--- config.mk ---
export PLATFORM = sky130hd
export DESIGN_NAME = static_work_partition_dispatcher
export DESIGN_NICKNAME = d
export VERILOG_FILES = /design/src/swpd_pkg.sv /design/src/swpd_alu.sv /design/src/static_work_partition_dispatcher.sv
export SDC_FILE = /design/constraint.sdc
export NUM_CORES = 1
export LEC_CHECK = 0
export BUFFER_PORTS_ARGS = -buffer_cell sky130_fd_sc_hd__buf_2
export CAP_MARGIN = 20
export CORE_ASPECT_RATIO = 0.5
export CORE_UTILIZATION = 40
export CTS_BUF_LIST = sky130_fd_sc_hd__clkbuf_4
export DETAILED_ROUTE_END_ITERATION = 10
export GPL_TIMING_DRIVEN = 0
export HOLD_SLACK_MARGIN = 0.02
export PLACE_DENSITY_LB_ADDON = 0.3
export REMOVE_ABC_BUFFERS = 1
export SETUP_SLACK_MARGIN = 0.15
export SYNTH_ARGS = -nofsm -noshare
export SYNTH_HDL_FRONTEND = slang
export SYNTH_SLANG_ARGS = --single-unit
--- constraint.sdc ---
create_clock -name clk -period 7.27 [get_ports clk]
set_clock_uncertainty 0.15 [all_clocks]
set_input_delay 0.3635 -clock clk [delete_from_list [all_inputs] [get_ports clk]]
set_output_delay 0.3635 -clock clk [all_outputs]
set_load 0.02 [all_outputs]
--- src/swpd_pkg.sv ---
// ----------------------------------------------------------------------------
// swpd_pkg: shared types and constants of the work partition dispatcher
// request and status codes, register indexes, sequencer states and the
// command/status bundles of the shared arithmetic unit
// ----------------------------------------------------------------------------
package swpd_pkg;

	localparam int DEF_MAX_DEVICES = 4;
	localparam int DEF_GRAIN       = 128;

	localparam int DATA_W    = 32;
	localparam int SHARE_W   = 16;
	localparam int CNT_W     = 3;
	localparam int DEV_W     = 2;
	localparam int REQ_W     = 2;
	localparam int STS_W     = 2;
	localparam int CFG_IDX_W = 3;

	// divisor width of the shared unit, wide enough for the largest grain
	localparam int DEF_DVW = 17;

	localparam int MUL_STEPS = 16;
	localparam int DIV_STEPS = 32;
	localparam int STEP_W    = 6;

	typedef enum logic [REQ_W-1:0] {
		REQ_START = 2'd0,
		REQ_FETCH = 2'd1,
		REQ_DONE  = 2'd2
	} req_t;

	typedef enum logic [STS_W-1:0] {
		ST_OK      = 2'd0,
		ST_REFUSED = 2'd1,
		ST_BAD_DEV = 2'd2
	} status_t;

	typedef enum logic [CFG_IDX_W-1:0] {
		CFG_TOTAL  = 3'd0,
		CFG_MODE   = 3'd1,
		CFG_COUNT  = 3'd2,
		CFG_SHARE0 = 3'd3,
		CFG_SHARE1 = 3'd4,
		CFG_SHARE2 = 3'd5
	} cfg_idx_t;

	typedef enum logic {
		OP_MUL = 1'b0,
		OP_DIV = 1'b1
	} alu_op_t;

	typedef struct packed {
		logic    go;
		alu_op_t op;
	} alu_cmd_t;

	typedef struct packed {
		logic busy;
		logic fin;
	} alu_sts_t;

	typedef enum logic [2:0] {
		S_IDLE,
		S_SHARE,
		S_SHARE_W,
		S_GRAIN,
		S_GRAIN_W,
		S_COMMIT,
		S_LAST
	} state_t;

endpackage

--- src/swpd_alu.sv ---
// ----------------------------------------------------------------------------
// swpd_alu: shared bit-serial multiply / divide unit
// one 34-bit add/subtract per cycle while busy; multiply returns (opa*opm)>>16,
// divide returns quotient and remainder of opa/dvs
// ----------------------------------------------------------------------------
module swpd_alu import swpd_pkg::*; #(
	parameter int DVW = DEF_DVW
) (
	input  logic              clk,
	input  logic              arst_n,
	input  alu_cmd_t          cmd,
	input  logic [DATA_W-1:0] opa,
	input  logic [SHARE_W-1:0] opm,
	input  logic [DVW-1:0]    dvs,
	output alu_sts_t          sts,
	output logic [DATA_W-1:0] quo,
	output logic [DVW-1:0]    rmd
);

	logic              busy_q;
	logic              fin_q;
	alu_op_t           op_q;
	logic [STEP_W-1:0] cnt_q;
	logic [DATA_W-1:0] hi_q;
	logic [DATA_W-1:0] sh_q;
	logic [DATA_W-1:0] mcand_q;
	logic [DVW-1:0]    dvs_q;

	logic [DVW:0]      trial;
	logic [DATA_W:0]   add_a;
	logic [DATA_W:0]   add_b;
	logic              sub;
	logic [DATA_W+1:0] sum;
	logic              fits;
	logic              last_step;

	always_comb begin
		trial = {hi_q[DVW-1:0], sh_q[DATA_W-1]};
		if (op_q == OP_MUL) begin
			add_a = {1'b0, hi_q};
			add_b = sh_q[0] ? {1'b0, mcand_q} : '0;
			sub   = 1'b0;
		end else begin
			add_a = (DATA_W+1)'(trial);
			add_b = (DATA_W+1)'(dvs_q);
			sub   = 1'b1;
		end
		sum = {1'b0, add_a} + {1'b0, (sub ? ~add_b : add_b)} + (DATA_W+2)'(sub);
		// a carry out of the subtract means the trial remainder holds the divisor
		fits = sum[DATA_W+1];
		if (op_q == OP_MUL) begin
			last_step = (cnt_q == STEP_W'(MUL_STEPS - 1));
		end else begin
			last_step = (cnt_q == STEP_W'(DIV_STEPS - 1));
		end
	end

	always_ff @(posedge clk or negedge arst_n) begin
		if (!arst_n) begin
			busy_q <= 1'b0;
			fin_q  <= 1'b0;
			op_q   <= OP_MUL;
			cnt_q  <= '0;
		end else if (cmd.go) begin
			busy_q <= 1'b1;
			fin_q  <= 1'b0;
			op_q   <= cmd.op;
			cnt_q  <= '0;
		end else if (busy_q) begin
			cnt_q <= cnt_q + STEP_W'(1);
			if (last_step) begin
				busy_q <= 1'b0;
				fin_q  <= 1'b1;
			end
		end else begin
			fin_q <= 1'b0;
		end
	end

	always_ff @(posedge clk) begin
		if (cmd.go) begin
			hi_q    <= '0;
			sh_q    <= (cmd.op == OP_MUL) ? DATA_W'(opm) : opa;
			mcand_q <= opa;
			dvs_q   <= dvs;
		end else if (busy_q) begin
			if (op_q == OP_MUL) begin
				// shift-add, multiplier bits leave at the bottom
				hi_q <= sum[DATA_W:1];
				sh_q <= {sum[0], sh_q[DATA_W-1:1]};
			end else if (fits) begin
				hi_q <= DATA_W'(sum[DVW-1:0]);
				sh_q <= {sh_q[DATA_W-2:0], 1'b1};
			end else begin
				hi_q <= DATA_W'(trial[DVW-1:0]);
				sh_q <= {sh_q[DATA_W-2:0], 1'b0};
			end
		end
	end

	assign sts.busy = busy_q;
	assign sts.fin  = fin_q;
	assign quo      = (op_q == OP_MUL) ? hi_q : sh_q;
	assign rmd      = hi_q[DVW-1:0];

endmodule

--- src/static_work_partition_dispatcher.sv ---
// ----------------------------------------------------------------------------
// static_work_partition_dispatcher: splits a work range among devices
// a start request carves total_size into per-device chunks; later requests
// hand out chunks and track completions until every device is done
//
// channel  | handshake                 | payload
// ---------+---------------------------+------------------------------------
// request  | start / busy              | req_type, dev_sel
// result   | done (one-cycle strobe)   | status, granted, chunk_size,
//          |                           | chunk_offset, first_done, all_done
// config   | cfg_valid / cfg_ready     | cfg_index, cfg_data
//
// work and completion requests: result strobe in the cycle after acceptance,
//   busy never rises
// start request: busy while the shares are computed one device after another
//   on the bit-serial multiply/divide unit, a multiply for proportional split
//   and a divide for even split; a second divide per device takes the
//   remainder when the grain is not a power of two
// reset clears flags and counters and loads the configuration defaults;
//   chunk table entries in use are rewritten by every start, never read before one
// the result has no back-pressure: done is high for exactly one cycle
// ----------------------------------------------------------------------------
module static_work_partition_dispatcher import swpd_pkg::*; #(
	parameter int MAX_DEVICES = DEF_MAX_DEVICES,
	parameter int GRAIN       = DEF_GRAIN
) (
	input  logic                 clk,
	input  logic                 arst_n,
	// request channel
	input  logic                 start,
	output logic                 busy,
	input  logic [REQ_W-1:0]     req_type,
	input  logic [DEV_W-1:0]     dev_sel,
	// result channel
	output logic                 done,
	output logic [STS_W-1:0]     status,
	output logic                 granted,
	output logic [DATA_W-1:0]    chunk_size,
	output logic [DATA_W-1:0]    chunk_offset,
	output logic                 first_done,
	output logic                 all_done,
	// configuration write channel
	input  logic                 cfg_valid,
	output logic                 cfg_ready,
	input  logic [CFG_IDX_W-1:0] cfg_index,
	input  logic [DATA_W-1:0]    cfg_data
);

	localparam int IDX_W  = (MAX_DEVICES > 1) ? $clog2(MAX_DEVICES) : 1;
	localparam int DVW_G  = $clog2(GRAIN + 1);
	localparam int DVW    = (DVW_G > CNT_W) ? DVW_G : CNT_W;
	localparam bit GRAIN_POW2 = ((GRAIN & (GRAIN - 1)) == 0);
	localparam logic [DATA_W-1:0] GRAIN_MASK = ~(DATA_W'(GRAIN - 1));
	localparam logic [DVW-1:0]    GRAIN_DVS  = DVW'(GRAIN);
	localparam logic [CNT_W-1:0]  MAX_N      = CNT_W'(MAX_DEVICES);

	// configuration registers
	logic [DATA_W-1:0]  total_q;
	logic               mode_q;
	logic [CNT_W-1:0]   dcount_q;
	logic [SHARE_W-1:0] share0_q;
	logic [SHARE_W-1:0] share1_q;
	logic [SHARE_W-1:0] share2_q;

	// sequencer and bookkeeping
	state_t             state_q;
	state_t             state_d;
	logic [IDX_W-1:0]   i_q;
	logic [CNT_W-1:0]   n_q;
	logic [DATA_W-1:0]  rem_q;
	logic [DATA_W-1:0]  acc_q;
	logic [DATA_W-1:0]  raw_q;
	logic [DATA_W-1:0]  give_q;

	// chunk tables, undefined until the first start
	logic [DATA_W-1:0]  psize_q [MAX_DEVICES];
	logic [DATA_W-1:0]  poff_q  [MAX_DEVICES];

	logic [MAX_DEVICES-1:0] given_q;
	logic [MAX_DEVICES-1:0] fdone_q;
	logic [CNT_W-1:0]   wc_q;
	logic               started_q;

	// result registers
	logic               done_q;
	status_t            status_q;
	logic               granted_q;
	logic [DATA_W-1:0]  csize_q;
	logic [DATA_W-1:0]  coff_q;
	logic               first_q;
	logic               all_q;

	// shared unit hookup
	alu_cmd_t           alu_cmd;
	alu_sts_t           alu_sts;
	logic [DATA_W-1:0]  alu_opa;
	logic [SHARE_W-1:0] alu_opm;
	logic [DVW-1:0]     alu_dvs;
	logic [DATA_W-1:0]  alu_quo;
	logic [DVW-1:0]     alu_rmd;

	logic               take;
	logic               take_start;
	logic               take_req;
	logic [CNT_W-1:0]   eff_n;
	logic [IDX_W-1:0]   dev_idx;
	logic [IDX_W-1:0]   last_idx;
	logic               dev_live;
	logic               cfg_wr;

	// per-request decisions
	status_t            rq_status;
	logic               rq_grant;
	logic               rq_first;
	logic               rq_all;
	logic [CNT_W-1:0]   wc_next;

	assign take       = start && !busy;
	assign take_start = take && (req_type == REQ_START);
	assign take_req   = take && (req_type != REQ_START);
	assign cfg_ready  = (state_q == S_IDLE);
	assign cfg_wr     = cfg_valid && cfg_ready;
	assign dev_idx    = IDX_W'(dev_sel);
	assign last_idx   = IDX_W'(n_q - CNT_W'(1));
	// devices past the count of the last start hold empty chunks
	assign dev_live   = (CNT_W'(dev_idx) < n_q);

	// device count clamped into 1..MAX_DEVICES
	always_comb begin
		if (dcount_q == '0) begin
			eff_n = CNT_W'(1);
		end else if (dcount_q > MAX_N) begin
			eff_n = MAX_N;
		end else begin
			eff_n = dcount_q;
		end
	end

	// ---------------------------------------------------------------- config
	always_ff @(posedge clk or negedge arst_n) begin
		if (!arst_n) begin
			total_q  <= '0;
			mode_q   <= 1'b1;
			dcount_q <= CNT_W'(1);
			share0_q <= SHARE_W'(32768);
			share1_q <= SHARE_W'(32768);
			share2_q <= SHARE_W'(32768);
		end else if (cfg_wr) begin
			unique case (cfg_idx_t'(cfg_index))
				CFG_TOTAL:  total_q  <= cfg_data;
				CFG_MODE:   mode_q   <= cfg_data[0];
				CFG_COUNT:  dcount_q <= cfg_data[CNT_W-1:0];
				CFG_SHARE0: share0_q <= cfg_data[SHARE_W-1:0];
				CFG_SHARE1: share1_q <= cfg_data[SHARE_W-1:0];
				CFG_SHARE2: share2_q <= cfg_data[SHARE_W-1:0];
				default: ;  // writes past the register list are dropped
			endcase
		end
	end

	// ------------------------------------------------------- shared unit feed
	always_comb begin
		case (CNT_W'(i_q))
			CNT_W'(0): alu_opm = share0_q;
			CNT_W'(1): alu_opm = share1_q;
			default:   alu_opm = share2_q;
		endcase
		// second pass divides the raw share by the grain to get its remainder
		if (state_q == S_GRAIN) begin
			alu_opa = raw_q;
			alu_dvs = GRAIN_DVS;
		end else begin
			alu_opa = rem_q;
			alu_dvs = DVW'(n_q);
		end
	end

	swpd_alu #(
		.DVW (DVW)
	) u_alu (
		.clk    (clk),
		.arst_n (arst_n),
		.cmd    (alu_cmd),
		.opa    (alu_opa),
		.opm    (alu_opm),
		.dvs    (alu_dvs),
		.sts    (alu_sts),
		.quo    (alu_quo),
		.rmd    (alu_rmd)
	);

	// ------------------------------------------------------------- sequencer
	always_ff @(posedge clk or negedge arst_n) begin
		if (!arst_n) begin
			state_q <= S_IDLE;
		end else begin
			state_q <= state_d;
		end
	end

	always_comb begin
		state_d = state_q;
		alu_cmd = '{go: 1'b0, op: OP_MUL};
		busy    = (state_q != S_IDLE);
		unique case (state_q)
			S_IDLE: begin
				if (take_start) begin
					// a single device just takes everything
					state_d = (eff_n == CNT_W'(1)) ? S_LAST : S_SHARE;
				end
			end
			S_SHARE: begin
				alu_cmd = '{go: 1'b1, op: (mode_q ? OP_DIV : OP_MUL)};
				state_d = S_SHARE_W;
			end
			S_SHARE_W: begin
				if (alu_sts.fin) begin
					state_d = GRAIN_POW2 ? S_COMMIT : S_GRAIN;
				end
			end
			S_GRAIN: begin
				alu_cmd = '{go: 1'b1, op: OP_DIV};
				state_d = S_GRAIN_W;
			end
			S_GRAIN_W: begin
				if (alu_sts.fin) begin
					state_d = S_COMMIT;
				end
			end
			S_COMMIT: begin
				// next device is the last one when i+2 reaches the count
				state_d = ((CNT_W'(i_q) + CNT_W'(2)) == n_q) ? S_LAST : S_SHARE;
			end
			S_LAST: begin
				state_d = S_IDLE;
			end
			default: state_d = S_IDLE;
		endcase
	end

	// ------------------------------------------------------ request decisions
	always_comb begin
		rq_status = ST_OK;
		rq_grant  = 1'b0;
		rq_first  = 1'b0;
		rq_all    = 1'b0;
		wc_next   = (wc_q != '0) ? (wc_q - CNT_W'(1)) : '0;
		if (req_type != REQ_FETCH && req_type != REQ_DONE) begin
			rq_status = ST_REFUSED;
		end else if ({1'b0, dev_sel} >= eff_n) begin
			rq_status = ST_BAD_DEV;
		end else if (!started_q) begin
			rq_status = ST_REFUSED;
		end else if (req_type == REQ_FETCH) begin
			if (given_q[dev_idx]) begin
				rq_status = ST_REFUSED;
			end else begin
				rq_grant = 1'b1;
			end
		end else begin
			if (!given_q[dev_idx]) begin
				rq_status = ST_REFUSED;
			end else if (!fdone_q[dev_idx]) begin
				rq_first = 1'b1;
				rq_all   = (wc_next == '0);
			end
			// a repeated completion is ok with nothing flagged
		end
	end

	// ---------------------------------------------------------- control state
	always_ff @(posedge clk or negedge arst_n) begin
		if (!arst_n) begin
			i_q       <= '0;
			n_q       <= '0;
			given_q   <= '0;
			fdone_q   <= '0;
			wc_q      <= '0;
			started_q <= 1'b0;
			done_q    <= 1'b0;
		end else begin
			done_q <= (state_q == S_LAST) || take_req;
			if (take_start) begin
				i_q <= '0;
				n_q <= eff_n;
			end
			if (state_q == S_COMMIT) begin
				i_q <= i_q + IDX_W'(1);
			end
			if (state_q == S_LAST) begin
				// restart semantics: all flags cleared, every device working
				given_q   <= '0;
				fdone_q   <= '0;
				wc_q      <= n_q;
				started_q <= 1'b1;
			end
			if (take_req) begin
				if (rq_grant) begin
					given_q[dev_idx] <= 1'b1;
				end
				if (rq_first) begin
					fdone_q[dev_idx] <= 1'b1;
					wc_q             <= wc_next;
				end
			end
		end
	end

	// ------------------------------------------------------------- datapath
	always_ff @(posedge clk) begin
		if (take_start) begin
			rem_q <= total_q;
			acc_q <= '0;
		end
		if (state_q == S_SHARE_W && alu_sts.fin) begin
			raw_q  <= alu_quo;
			give_q <= alu_quo & GRAIN_MASK;
		end
		if (state_q == S_GRAIN_W && alu_sts.fin) begin
			give_q <= raw_q - DATA_W'(alu_rmd);
		end
		if (state_q == S_COMMIT) begin
			psize_q[i_q] <= give_q;
			poff_q[i_q]  <= acc_q;
			acc_q        <= acc_q + give_q;
			rem_q        <= rem_q - give_q;
		end
		if (state_q == S_LAST) begin
			// the last device takes whatever is left
			psize_q[last_idx] <= rem_q;
			poff_q[last_idx]  <= acc_q;
			status_q  <= ST_OK;
			granted_q <= 1'b0;
			csize_q   <= '0;
			coff_q    <= '0;
			first_q   <= 1'b0;
			all_q     <= 1'b0;
		end
		if (take_req) begin
			status_q  <= rq_status;
			granted_q <= rq_grant;
			csize_q   <= (rq_grant && dev_live) ? psize_q[dev_idx] : '0;
			coff_q    <= (rq_grant && dev_live) ? poff_q[dev_idx] : '0;
			first_q   <= rq_first;
			all_q     <= rq_all;
		end
	end

	assign done         = done_q;
	assign status       = status_q;
	assign granted      = granted_q;
	assign chunk_size   = csize_q;
	assign chunk_offset = coff_q;
	assign first_done   = first_q;
	assign all_done     = all_q;

	// ------------------------------------------------------------ assertions
	// a result never shows up while a partition is still being computed
	a_done_idle: assert property (@(posedge clk) disable iff (!arst_n)
		done |-> !busy)
		else $error("result strobe while busy");

	// a grant always carries an ok status
	a_grant_ok: assert property (@(posedge clk) disable iff (!arst_n)
		(done && granted) |-> (status == ST_OK))
		else $error("grant with non-ok status");

	// all_done only on a first completion
	a_all_first: assert property (@(posedge clk) disable iff (!arst_n)
		(done && all_done) |-> first_done)
		else $error("all_done without first completion");

	// the shared unit finishes only while the sequencer waits for it
	a_alu_fin: assert property (@(posedge clk) disable iff (!arst_n)
		alu_sts.fin |-> (state_q == S_SHARE_W || state_q == S_GRAIN_W))
		else $error("arithmetic unit finished outside a wait state");

	// working count never exceeds the device limit
	a_wc_range: assert property (@(posedge clk) disable iff (!arst_n)
		wc_q <= MAX_N)
		else $error("working count out of range");

endmodule

==> flow_results.org, run 1 <==
** Floorplan
- Floorplan row count :: 73
- 115 I/O pins were placed.
- Total Die Area :: 82,280 um^2
- The initial utilization of the core area, before any placement, comes to 0.4062.
- Area of the core :: 79,830 um^2
- From bottom edge to top edge, the die measures 203.3 um.
- In this run the horizontal extent of the chip is 404.7 um.

** Final layout
- Final instance area :: 37,510 um^2
- Summing all flip-flop and latch instances after layout gives 19,150 um^2.
- Counting the fill cells in the layout gives 7,249.
- Top library cells by usage in the layout, fill and taps aside :: sky130_fd_sc_hd__edfxtp_1 (521), sky130_fd_sc_hd__nand2_1 (262), sky130_fd_sc_hd__clkbuf_4 (251), sky130_fd_sc_hd__o21ai_0 (192), sky130_fd_sc_hd__a21oi_1 (140)
- Of the cells placed in the final design, the portion with a size suffix greater than 1 is 0.2130.
- Utilization after layout :: 0.4699
- Multi-input logic area :: 12,660 um^2
- Total Nets Final :: 3,020
- Synth-to-Final Area Change :: 15.68%
- Leaving out fill and tap cells, the most frequent cell in the layout is sky130_fd_sc_hd__edfxtp_1.

** Placed design
- HPWL reported at the end of detailed placement :: 54,300 um
- Count of buffers from port buffering :: 114
- The placed instances occupy a cell area of 34,720 um^2.
- The congestion estimate from routability-driven global placement came to 0.8944.

** Route
- Total length of routed wires :: 78,130 um
- First DRT Iteration DRCs :: 1,832
- DR vias :: 21,480
- The first detailed-routing pass took 6 iterations.
- Once detail routing completed, the nets flagged for antenna violations numbered 0.
- Via density per instance :: 5.268
- For this run, design rule violations remaining after detail routing come to 0.
- Avg WL per Cell :: 19.16 um

** Worst setup path
- Data required time of the worst path :: 7940 ps
- Kind of end point of the critical path :: register
- Critical Path AT :: 4950 ps
- Along the worst path, the maximum fanout reaches 83.
- Critical path start-end classification :: reg -> reg
- The worst setup path is launched from a register.

** STA
- Number of hold-slack violations in the final timing report :: 0
- Number of endpoints failing setup at the final stage :: 0
- The clock period could shrink to 4289 ps.
- Hold is met by 126.7 ps.
- Achievable clock frequency :: 233.2 MHz
- Max-slew violations :: 0
- Post-route fraction of the period consumed by the critical path :: 0.5899
- Relative max-transition margin :: 0.3567
- RSZ-0062 raised after global routing :: no
- Worst Max-Slew Pin Slew :: 965.0 ps

** Logic synthesis
- For this run, the leading register cell type out of synthesis is sky130_fd_sc_hd__edfxtp_1.
- Library cell with the largest summed area after synthesis :: sky130_fd_sc_hd__edfxtp_1
- Synthesis produced a netlist whose cell count is 2,597.
- Flop and latch count out of synthesis :: 667
- Count of flip-flops with a built-in enable after synthesis :: 521
- Netlist area before placement :: 32,430 um^2
- Number of warnings issued by yosys :: 0
- Leading post-synthesis cells by cell area :: sky130_fd_sc_hd__edfxtp_1 (48%), sky130_fd_sc_hd__dfrtp_1 (8.4%), sky130_fd_sc_hd__mux4_2 (4.6%)
- For this run, the register share of the synthesized area comes to 0.5904.
- The share of synthesized area in the top cell type comes to 0.4825.
- Dividing the synthesized area by the synthesized cell count gives 12.49 um^2.
- The number of different library cells used by synthesis comes to 82.
- In the synthesized netlist the async set-or-reset flop fraction comes to 0.1709.

** Power and ir drop
- Power spread over the standard cell area amounts to 386.1 nW/um^2.
- Largest vdd supply drop :: 0.0001663 V
- In this run the static leakage power is 14.65 nW.

** Global route
- Global route overflow :: 0
- The first global-routing pass estimated 121,600 um of wire.
- Across every metal layer, demand over resource in global routing totals 0.1915.
- The number of antenna violations at the first check in global routing came to 2.
- Vias in the first global route :: 21,420
- Largest net degree at the start of global routing :: 92

** Clock network
- The number of clock buffers added by TritonCTS is 162.
- TritonCTS built the clock tree.
- Once the clock tree was built, the resizer swapped 0 gates to a different size.
- The root buffer cell chosen for the clock tree is sky130_fd_sc_hd__clkbuf_4.
- Clk sinks :: 667
- In this run the post-CTS setup repair buffer count came out at 0.
- Clock Path Buffers :: 3
- The H-tree was split into 4 levels.
- For this design, the CTS-stage hold fixing added 68 buffers.
- Worst skew pair latency :: 920 ps
- After clock tree synthesis, the clock-pin slew on the worst setup and hold paths is 90 ps.

** Flow run
- Max-Cap Viols :: 0

** Run status
- The flow ran to the end, and the final reports show no timing, DRC or antenna violations.

** Worst hold path
- The tightest min-delay check is of the in -> reg type.
where the power goes:
part           switching [mW]  leakage (nW)  internal [mW]  total, mW
logic                    3.14          6.85           2.15       5.29
clock network            1.51          1.24           1.61       3.12
registers               0.681          6.56           5.40       6.08
total                    5.33          14.7           9.15       14.5
state kept, by name, summed over array words and instances (netlist names), 32 cells and up:
name and count:
total_q 32, u_alu.sh_q 32, u_alu.mcand_q 32, give_q 32, raw_q 32, poff_q 128, u_alu.hi_q 32, chunk_offset 32
acc_q 32, rem_q 32, chunk_size 32, psize_q 128
final cells by class:
type,instances,area share
sequential,667,0.5105
multi-input combinational,1726,0.3374
timing repair buffer,214,0.05090
clock buffer,251,0.05023
tap,1087,0.03626
inverter,90,0.009072
clock inverter,42,0.005604
antenna,1,0.00006671
Yosys cell counts, drive strengths merged (4+ instances only):
library cell and number:
inv 90, nand2 266, o2111ai 4, nand4 7, nor2b 107, dfrtp 109, xor2 62, o31ai 9
nor4 7, o21a 11, a21boi 4, nor2 135, o211ai 10, edfxtp 521, or2 9, nor3 31
mux2i 28, or3 10, o21bai 11, a221o 4, o21ai 196, a21oi 143, ha 112, and2 11
a31oi 12, clkbuf 99, nand3 50, a22oi 17, a211oi 13, a21o 95, o22ai 10, and3 23
a211o 4, a22o 4, buf 15, nand2b 37, o41ai 7, a311oi 4, mux2 116, dfxtp 32
xnor2 47, mux4 66, fa 4, dfstp 5
path summary, 6_finish.rpt:
| check | start | endpoint | slack [ps] | depth (start not counted) |
|---|---|---|---|---|
| worst max-delay path | u_alu.op_q | u_alu.hi_q[27] | 2980 | 11 |
| worst min-delay path | cfg_data[7] | share0_q[7] | 130 | 3 |
| worst max register to register | u_alu.op_q | u_alu.hi_q[27] | 2980 | 11 |
| worst min register to register | u_alu.hi_q[12] | u_alu.hi_q[12] | 290 | 2 |
| max in group asynchronous | arst_n | dcount_q[0] | 6090 | 4 |
| min in group asynchronous | arst_n | u_alu.cnt_q[2] | 330 | 4 |
kinds of logic (layout without fill, tap and decap cells):
| family | count (synthesis) | after routing | share of synthesized area |
|---|---|---|---|
| buf+inv | 204 | 597 | 0.02377 |
| simple gates | 706 | 706 | 0.1034 |
| other cells | 0 | 1 | 0 |
| mux | 210 | 210 | 0.09476 |
| compound gates | 585 | 585 | 0.1125 |
| flops | 667 | 667 | 0.5904 |
| fa+ha+maj | 116 | 116 | 0.04568 |
| xor+xnor | 109 | 109 | 0.02944 |
critical path, cell delays in order (launching register included):
cell and delay [ps]:
sky130_fd_sc_hd__dfrtp_4 980, sky130_fd_sc_hd__mux2i_1 330, sky130_fd_sc_hd__fa_1 520, sky130_fd_sc_hd__a21oi_1 220, sky130_fd_sc_hd__o22ai_1 160, sky130_fd_sc_hd__o31a_1 340
sky130_fd_sc_hd__a211o_1 350, sky130_fd_sc_hd__a2111oi_2 380, sky130_fd_sc_hd__nor3_1 130, sky130_fd_sc_hd__or2_2 300, sky130_fd_sc_hd__xor2_1 140, sky130_fd_sc_hd__a22o_1 200
stage by stage:
stage	setup TNS, ps	power [mW]	cells	setup WS [ps]
global placement	-523750	11.23	3684	-3776
CTS	0	14.58	4077	2995
finish	0	14.48	4078	2981
global route	0	15.44	4078	2789
detailed placement	0	11.38	3716	3010
floorplan	0	9.664	2483	641.7
metal layers:
layer | share of wire | vias up | global-route usage
met5 | 0 | - | 0
met4 | 0.017 | 0 | 0.05547
met3 | 0.059 | 97 | 0.03952
met2 | 0.44 | 571 | 0.2898
met1 | 0.48 | 10540 | 0.2777
li1 | - | 10280 | -
(Power assumes the default switching activity.)
==> run 2: changes to the inputs <==
clock period = 3.9 ns   (was 7.27 ns; I/O delays follow)
==> run 2 against run 1 <==
Hold slack gained 10 ps. Flip-flop and latch count is the same. Via count grew 1.1%. Final cell count grew 0.93%. Core utilization grew 0.61 points. Fmax grew 14%. Global-route usage grew 0.19 points. Power grew 89%. Critical path type unchanged. Critical endpoint unchanged. Largest cell class unchanged.
==> flow_results.org, run 2 (synthesized netlist as in run 1, its figures left out) <==
** Run status
- The flow ran to the end, and the final reports show no timing, DRC or antenna violations.

** Global route
- The number of global-route vias before repair is 21,660.
- Busiest layer in global routing :: met2
- Wire length of the first global-routing pass :: 122,700 um
- Met2 Track Usage GR :: 0.2926
- For met1 alone, demand over resource in global routing was 0.2801.
- Global route overflow :: 0
- In the global route stage, met3 resource usage came out at 0.03999.
- Entering global routing, the biggest net connects 92 pins.
- The number of antenna violations at the first check in global routing is 2.
- Across every metal layer, demand over resource in global routing totals 0.1934.

** STA
- The final-report max-slew violation count was 0.
- Of the available clock period, the critical path in the final layout requires 0.9625.
- Setup repair after global routing could not meet its margin everywhere.
- Number of endpoints failing setup at the final stage :: 0
- Worst Max-Slew Pin Slew :: 967.7 ps
- The worst pin sits at a relative slew slack of 0.3549.
- The final hold violation count came to 0.
- For the finished layout, the period the worst path requires is 3754 ps.
- Achievable clock frequency :: 266.4 MHz

** Floorplan
- The floorplan step defined a die boundary enclosing 82,280 um^2.
- After floorplanning, the core was divided into 73 placement rows.
- Count of boundary I/O pins :: 115
- For this configuration, the core starts out at a cell density of 0.4062.
- Area of the core :: 79,830 um^2
- The floorplan step set the die width to 404.7 um.
- Chip height :: 203.3 um

** Power and ir drop
- VDD sags by at most 0.0003101 V.
- Static leakage :: 14.86 nW
- Power spread over the standard cell area amounts to 720.7 nW/um^2.
- Overall power consumption after layout is estimated at 27.39 mW.

** Worst setup path
- Critical Path AT :: 4420 ps
- Cell with the largest stage delay on the worst path :: sky130_fd_sc_hd__dfrtp_4
- The worst register-to-register path begins at u_alu.op_q.
- Startpoint kind of the worst setup timing path :: register
- At the worst endpoint, the required time is 4560 ps.
- In this run the critical register-to-register path is captured at u_alu.hi_q[27].
- In this design, the largest share of critical-path delay is due to compound AO/OA/AOI/OAI gates.
- The signal on the critical path passes through buf_4 -> a31oi_4 -> a21oi_2 -> fa_2 -> a21oi_2 -> o22ai_2 -> o31a_1 -> a211o_1 -> a2111oi_4 -> nor3_1 -> or2_2 -> xor2_1 -> a22o_1.
- The critical path starts at u_alu.op_q.
- Delay of the slowest critical-path stage :: 480 ps
- Highest fanout seen on the critical path :: 11
- Critical Path Most Common Cell :: sky130_fd_sc_hd__a21oi_2
- Kind of end point of the critical path :: register
- The critical path is of the reg -> reg type.
- The worst register-to-register path has a depth of 13.
- Together, buffers and inverters on the worst path number 1.
- Setup slack on the worst reg-to-reg path comes out at 150 ps.

** Final layout
- Top library cells by usage in the layout, fill and taps aside :: sky130_fd_sc_hd__edfxtp_1 (521), sky130_fd_sc_hd__nand2_1 (262), sky130_fd_sc_hd__clkbuf_4 (251), sky130_fd_sc_hd__o21ai_0 (187), sky130_fd_sc_hd__a21oi_1 (136)
- Of the cells placed in the final design, the portion with a size suffix greater than 1 is 0.2199.
- For this run, the post-layout net count is 3,058.
- Leaving out fill and tap cells, the most frequent cell in the layout is sky130_fd_sc_hd__edfxtp_1.
- Measured on the finished design, the core utilization comes to 0.4760.
- From synthesis to final layout, the design area changed by 17.18%.
- Regs by FF count :: poff_q x128, psize_q x128

** Clock network
- The H-tree was split into 4 levels.
- The clock drives 667 sinks.
- The cell sitting at the root of the clock tree is a sky130_fd_sc_hd__clkbuf_4.
- Clock transition at the registers of the reported paths :: 90 ps
- The number of clock buffers added by TritonCTS is 162.
- TritonCTS built the clock tree.
- Clock Path Buffers :: 3
- Worst skew pair latency :: 930 ps

** Worst hold path
- The tightest min-delay check is of the in -> async type.

** Placed design
- Count of buffers from port buffering :: 114
- Placer Congestion :: 0.8944
- Summed over all nets, the half-perimeter wirelength after detailed placement is 54,300 um.

** Route
- In the final routed layout, each cell accounts on average for 19.27 um.
- Antenna viol nets, final :: 0
- The first detailed-routing pass took 6 iterations.
- The detailed router placed 21,710 vias in this run.
- After detailed routing, the number of remaining DRC violations is 0.
- After the first detailed-routing iteration, the DRC count stood at 1,889.
- Total length of routed wires :: 79,310 um
- Via density per instance :: 5.275

** Flow run
- The tool flagged a number of max-cap violations equal to 0.
==> run 2: cell types whose count changed in the layout (fill, tap and decap cells not counted), sizes merged <==
cell / previous run / this run
buf: 147 / 161
inv: 91 / 90
clkinv: 35 / 36
dlygate4sd3: 67 / 91
==> run 2: what timing repair did <==
| item | in CTS | in global routing |
|---|---|---|
| gates resized for setup | 6 | 23 |
| hold endpoints to repair | 293 | 0 |
| setup buffers | 5 | 9 |
| pin swaps | 0 | 6 |
| hold buffers | 92 | 0 |
| setup endpoints to repair | 40 | 36 |
==> run 2: worst reg2reg max path, stage by stage, from the launching register on <==
cell                        delay (ps)
sky130_fd_sc_hd__dfrtp_4           480
sky130_fd_sc_hd__buf_4             200
sky130_fd_sc_hd__a31oi_4           170
sky130_fd_sc_hd__a21oi_2            70
sky130_fd_sc_hd__fa_2              420
sky130_fd_sc_hd__a21oi_2           190
sky130_fd_sc_hd__o22ai_2           120
sky130_fd_sc_hd__o31a_1            360
sky130_fd_sc_hd__a211o_1           390
sky130_fd_sc_hd__a2111oi_4         380
sky130_fd_sc_hd__nor3_1            120
sky130_fd_sc_hd__or2_2             290
sky130_fd_sc_hd__xor2_1            140
sky130_fd_sc_hd__a22o_1            200
==> run 2: worst max-delay path by stage <==
stage	to	cells after the start
3_5_place_dp	u_alu.hi_q[27]	11
2_1_floorplan	poff_q[3][0]	3
3_3_place_gp	poff_q[3][28]	3
6_report	u_alu.hi_q[27]	13
4_1_cts	u_alu.hi_q[27]	12
5_1_grt	u_alu.hi_q[27]	13
==> run 2: layer usage <==
| metal | wire, um | vias up | part of all wire |
|---|---|---|---|
| met1 | 37860 | 10660 | 0.48 |
| li1 | - | 10350 | - |
| met3 | 5020 | 102 | 0.063 |
| met2 | 35040 | 604 | 0.44 |
| met5 | 0 | - | 0 |
| met4 | 1385 | 0 | 0.017 |
==> run 2: final cells by class <==
class                      count  area [um^2]
clock buffer                 251         1884
clock inverter                42        210.2
fill                        7189        41830
sequential                   667        19150
tap                         1087         1360
inverter                      90        341.6
antenna                        1        2.502
multi-input combinational   1726        12780
timing repair buffer         252         2275
==> run 2: per-stage QoR <==
step                      TNS [ps]  setup WS, ps  hold slack [ps]  area (um^2)  std cells
after detailed placement     -2432        -360.1           -73.31        34720       3716
after CTS                        0         75.76            48.43        37830       4106
after global routing             0         81.07            89.56        38000       4116
after global placement    -2533320         -7146            275.2        33930       3684
final                            0         146.2            136.9        38000       4116
after floorplan            -611170         -2728           -250.6        31990       2483
==> run 2: power breakdown <==
group          internal (mW)  switching [mW]
clock                   3.00            2.82
combinational           4.22            6.16
sequential              10.1            1.13
==> run 3: changes to the inputs <==
BUFFER_PORTS_ARGS = -buffer_cell sky130_fd_sc_hd__clkbuf_2   (was -buffer_cell sky130_fd_sc_hd__buf_2)
==> run 3 against run 2 <==
Sequential power about the same. Via count up 1.2%. Register-to-register slack about the same. Critical endpoint unchanged. Largest cell class unchanged.
==> flow_results.org, run 3 (synthesized netlist as in run 1, its figures left out) <==
** Final layout
- Most common cell after layout, fill and taps aside :: sky130_fd_sc_hd__edfxtp_1
- Regs by FF count :: poff_q x128, psize_q x128
- Synth-to-Final Area Change :: 17.73%
- Final instance area :: 38,180 um^2
- Of the cells placed in the final design, the portion with a size suffix greater than 1 is 0.2245.
- Cell Count, Final, Fillers Out :: 4,118
- In the layout the commonest cells are sky130_fd_sc_hd__edfxtp_1 (521), sky130_fd_sc_hd__nand2_1 (262), sky130_fd_sc_hd__clkbuf_4 (248), sky130_fd_sc_hd__o21ai_0 (187), sky130_fd_sc_hd__a21oi_1 (133).
- Counting the fill cells in the layout gives 7,082.
- Total Nets Final :: 3,054

** Worst setup path
- The worst setup path is launched from a register.
- In this design, the stage delay of the slowest critical-path cell is 490 ps.
- STA classifies the critical path endpoint as a register.
- Cells along the critical path :: buf_6 -> a31oi_4 -> a21oi_4 -> fa_2 -> a21oi_2 -> o22ai_2 -> o31a_1 -> a211o_1 -> a2111oi_4 -> nor3_2 -> or2_4 -> xor2_1 -> a22o_1
- The cell family contributing the most delay on the critical path is compound AO/OA/AOI/OAI gates.
- Critical path start-end classification :: reg -> reg
- In this run the worst path has a maximum fanout of 4.
- Cell with the largest stage delay on the worst path :: sky130_fd_sc_hd__edfxtp_1
- Crit path buffers/inverters :: 1
- Data required time of the worst path :: 4520 ps
- At the worst endpoint, the arrival time is 4380 ps.

** Global route
- In the global route stage, overall resource usage came out at 0.1929.
- Entering global routing, the biggest net connects 99 pins.
- The total overflow left after global routing is 0.
- Vias in the first global route :: 21,430
- The first global-routing pass estimated 122,800 um of wire.
- The number of antenna violations at the first check in global routing was 4.

** Floorplan
- The floorplan step defined a core boundary enclosing 79,830 um^2.
- Count of boundary I/O pins :: 115
- Starting density of the core :: 0.4062
- The die covers 82,280 um^2.
- Floorplan row count :: 73
- Measured along the y axis, the die boundary spans 203.3 um.
- Die W :: 404.7 um

** STA
- Final TNS setup :: 0 ps
- Worst Max-Slew Pin Slew :: 995.9 ps
- Final hold slack :: 111.1 ps
- After layout, the minimum clock period comes to 3765 ps.
- Derived from the worst setup path, the maximum achievable clock frequency is 265.6 MHz.
- The final hold violation count is 0.
- Relative max-transition margin :: 0.3336
- RSZ-0062 raised after global routing :: yes
- Number of endpoints failing setup at the final stage :: 0
- Dividing the final minimum period by the clock period gives 0.9653.
- The final-report max-slew violation count came to 0.

** Route
- The routed design uses 34,910 um of met2 wire.
- DR vias :: 21,960
- DRT met1 WL :: 38,270 um
- Residual DRC count :: 0
- Met3 routed wirelength :: 5039 um
- The final layout contains routed wiring with a total length of 79,510 um.
- The first routing iteration left 1,832 violations.
- Uppermost layer routed :: met5
- In this run the remaining antenna-violating nets after routing total 0.
- After detailed routing, the number of vias per cell comes to 5.333.
- First-pass iteration count of the detailed router :: 7
- Avg WL per Cell :: 19.31 um

** Power and ir drop
- Across the VDD grid, the largest voltage drop is 0.0003238 V.
- Overall power consumption after layout is estimated at 27.87 mW.
- Net switching fraction of the power :: 0.3671
- Share of total power in combinational logic :: 0.378
- Share of total power in sequential cells :: 0.402
- Clock Power Share :: 0.220
- Dividing total power by cell area gives a power density of 730.0 nW/um^2.
- Cell Int Power :: 17.64 mW
- Summed over all nets, the switching power comes to 10.23 mW.
- In this run the static leakage power is 14.95 nW.

** Placed design
- HPWL reported at the end of detailed placement :: 54,150 um
- At the end of routability-driven placement, the weighted congestion stood at 0.9046.
- Placed cell count :: 3,714
- Total cell area at the placement stage :: 34,720 um^2
- Input and output buffers added on the ports amount to 114.

** Worst hold path
- The tightest min-delay check is of the in -> reg type.

** Clock network
- TritonCTS built the clock tree.
- Buffers inserted during clock tree synthesis total 159.
- The clock net in this run drives a total of 667 sinks.
- Worst skew pair latency :: 920 ps
- Clock transition at the registers of the reported paths :: 70 ps
- Number of H-tree levels :: 4
- CTS root buf :: sky130_fd_sc_hd__clkbuf_4
- Clock Path Buffers :: 3

** Flow run
- Max-Cap Viols :: 0

** Run status
- The run finished with clean final reports.
-- run 3: changes by cell type in the layout (fill, tap and decap cells not counted), moves of 3 or more --
cell	delta
sky130_fd_sc_hd__clkbuf_4	-3
sky130_fd_sc_hd__clkinvlp_4	-4
sky130_fd_sc_hd__a21oi_1	-3
sky130_fd_sc_hd__dlygate4sd3_1	-4
sky130_fd_sc_hd__bufinv_16	+5
sky130_fd_sc_hd__clkbuf_2	+111
sky130_fd_sc_hd__clkinv_1	+4
sky130_fd_sc_hd__buf_2	-111
-- run 3: worst min-delay path, cell delays in order --
cell                            delay, ps
sky130_fd_sc_hd__dlygate4sd3_1        520
sky130_fd_sc_hd__clkbuf_2             230
sky130_fd_sc_hd__mux2_2               190
-- run 3: power groups by stage --
stage,combinational [mW],clock (mW),sequential (mW)
finish,10.5,6.14,11.2
global placement,9.27,0,11.7
floorplan,6.66,0,11.4
global route,11.6,6.62,11.4
CTS,10.1,6.28,11.2
detailed placement,9.71,0,11.5
-- run 3: what timing repair did --
item | in CTS | in global routing
hold buffers | 87 | 0
gates resized for setup | 5 | 40
setup buffers | 6 | 13
setup endpoints to repair | 51 | 64
pin swaps | 1 | 12
hold endpoints to repair | 299 | 0
cloned | 0 | 1
-- run 3: metrics by stage --
stage | worst slack, ps | util
floorplan | -2728 | -
global placement | -7110 | 0.4250
detailed placement | -277.7 | 0.4349
CTS | 81.87 | 0.4745
global route | 98.34 | 0.4782
finish | 135.3 | 0.4782
-- run 3: final timing paths --
kind | cells after the start | slack (ps) | endpoint | from
setup / recovery | 13 | 140 | u_alu.hi_q[27] | u_alu.sh_q[0]
hold / removal | 3 | 110 | share1_q[0] | cfg_data[0]
setup reg to reg | 13 | 140 | u_alu.hi_q[27] | u_alu.sh_q[0]
hold reg to reg | 2 | 300 | u_alu.hi_q[12] | u_alu.hi_q[12]
max in group asynchronous | 4 | 2140 | total_q[26] | arst_n
min in group asynchronous | 3 | 370 | share0_q[3] | arst_n
-- run 3: final cells by class --
type	instances	area, um^2	share of cell area
diodes	2	5.005	0.0001311
repair buffers	251	2292	0.06004
clock inverters	48	352.8	0.009242
inverters	90	340.3	0.008914
well taps	1087	1360	0.03562
multi-input cells	1726	12820	0.3359
flip-flops and latches	667	19150	0.5016
clock buffers	247	1854	0.04857
-- run 3: per-layer routing --
layer | global-route usage | up-vias
met5 | 0 | -
met4 | 0.04451 | 2
met3 | 0.04101 | 121
met2 | 0.2895 | 636
met1 | 0.2853 | 10860
li1 | - | 10350
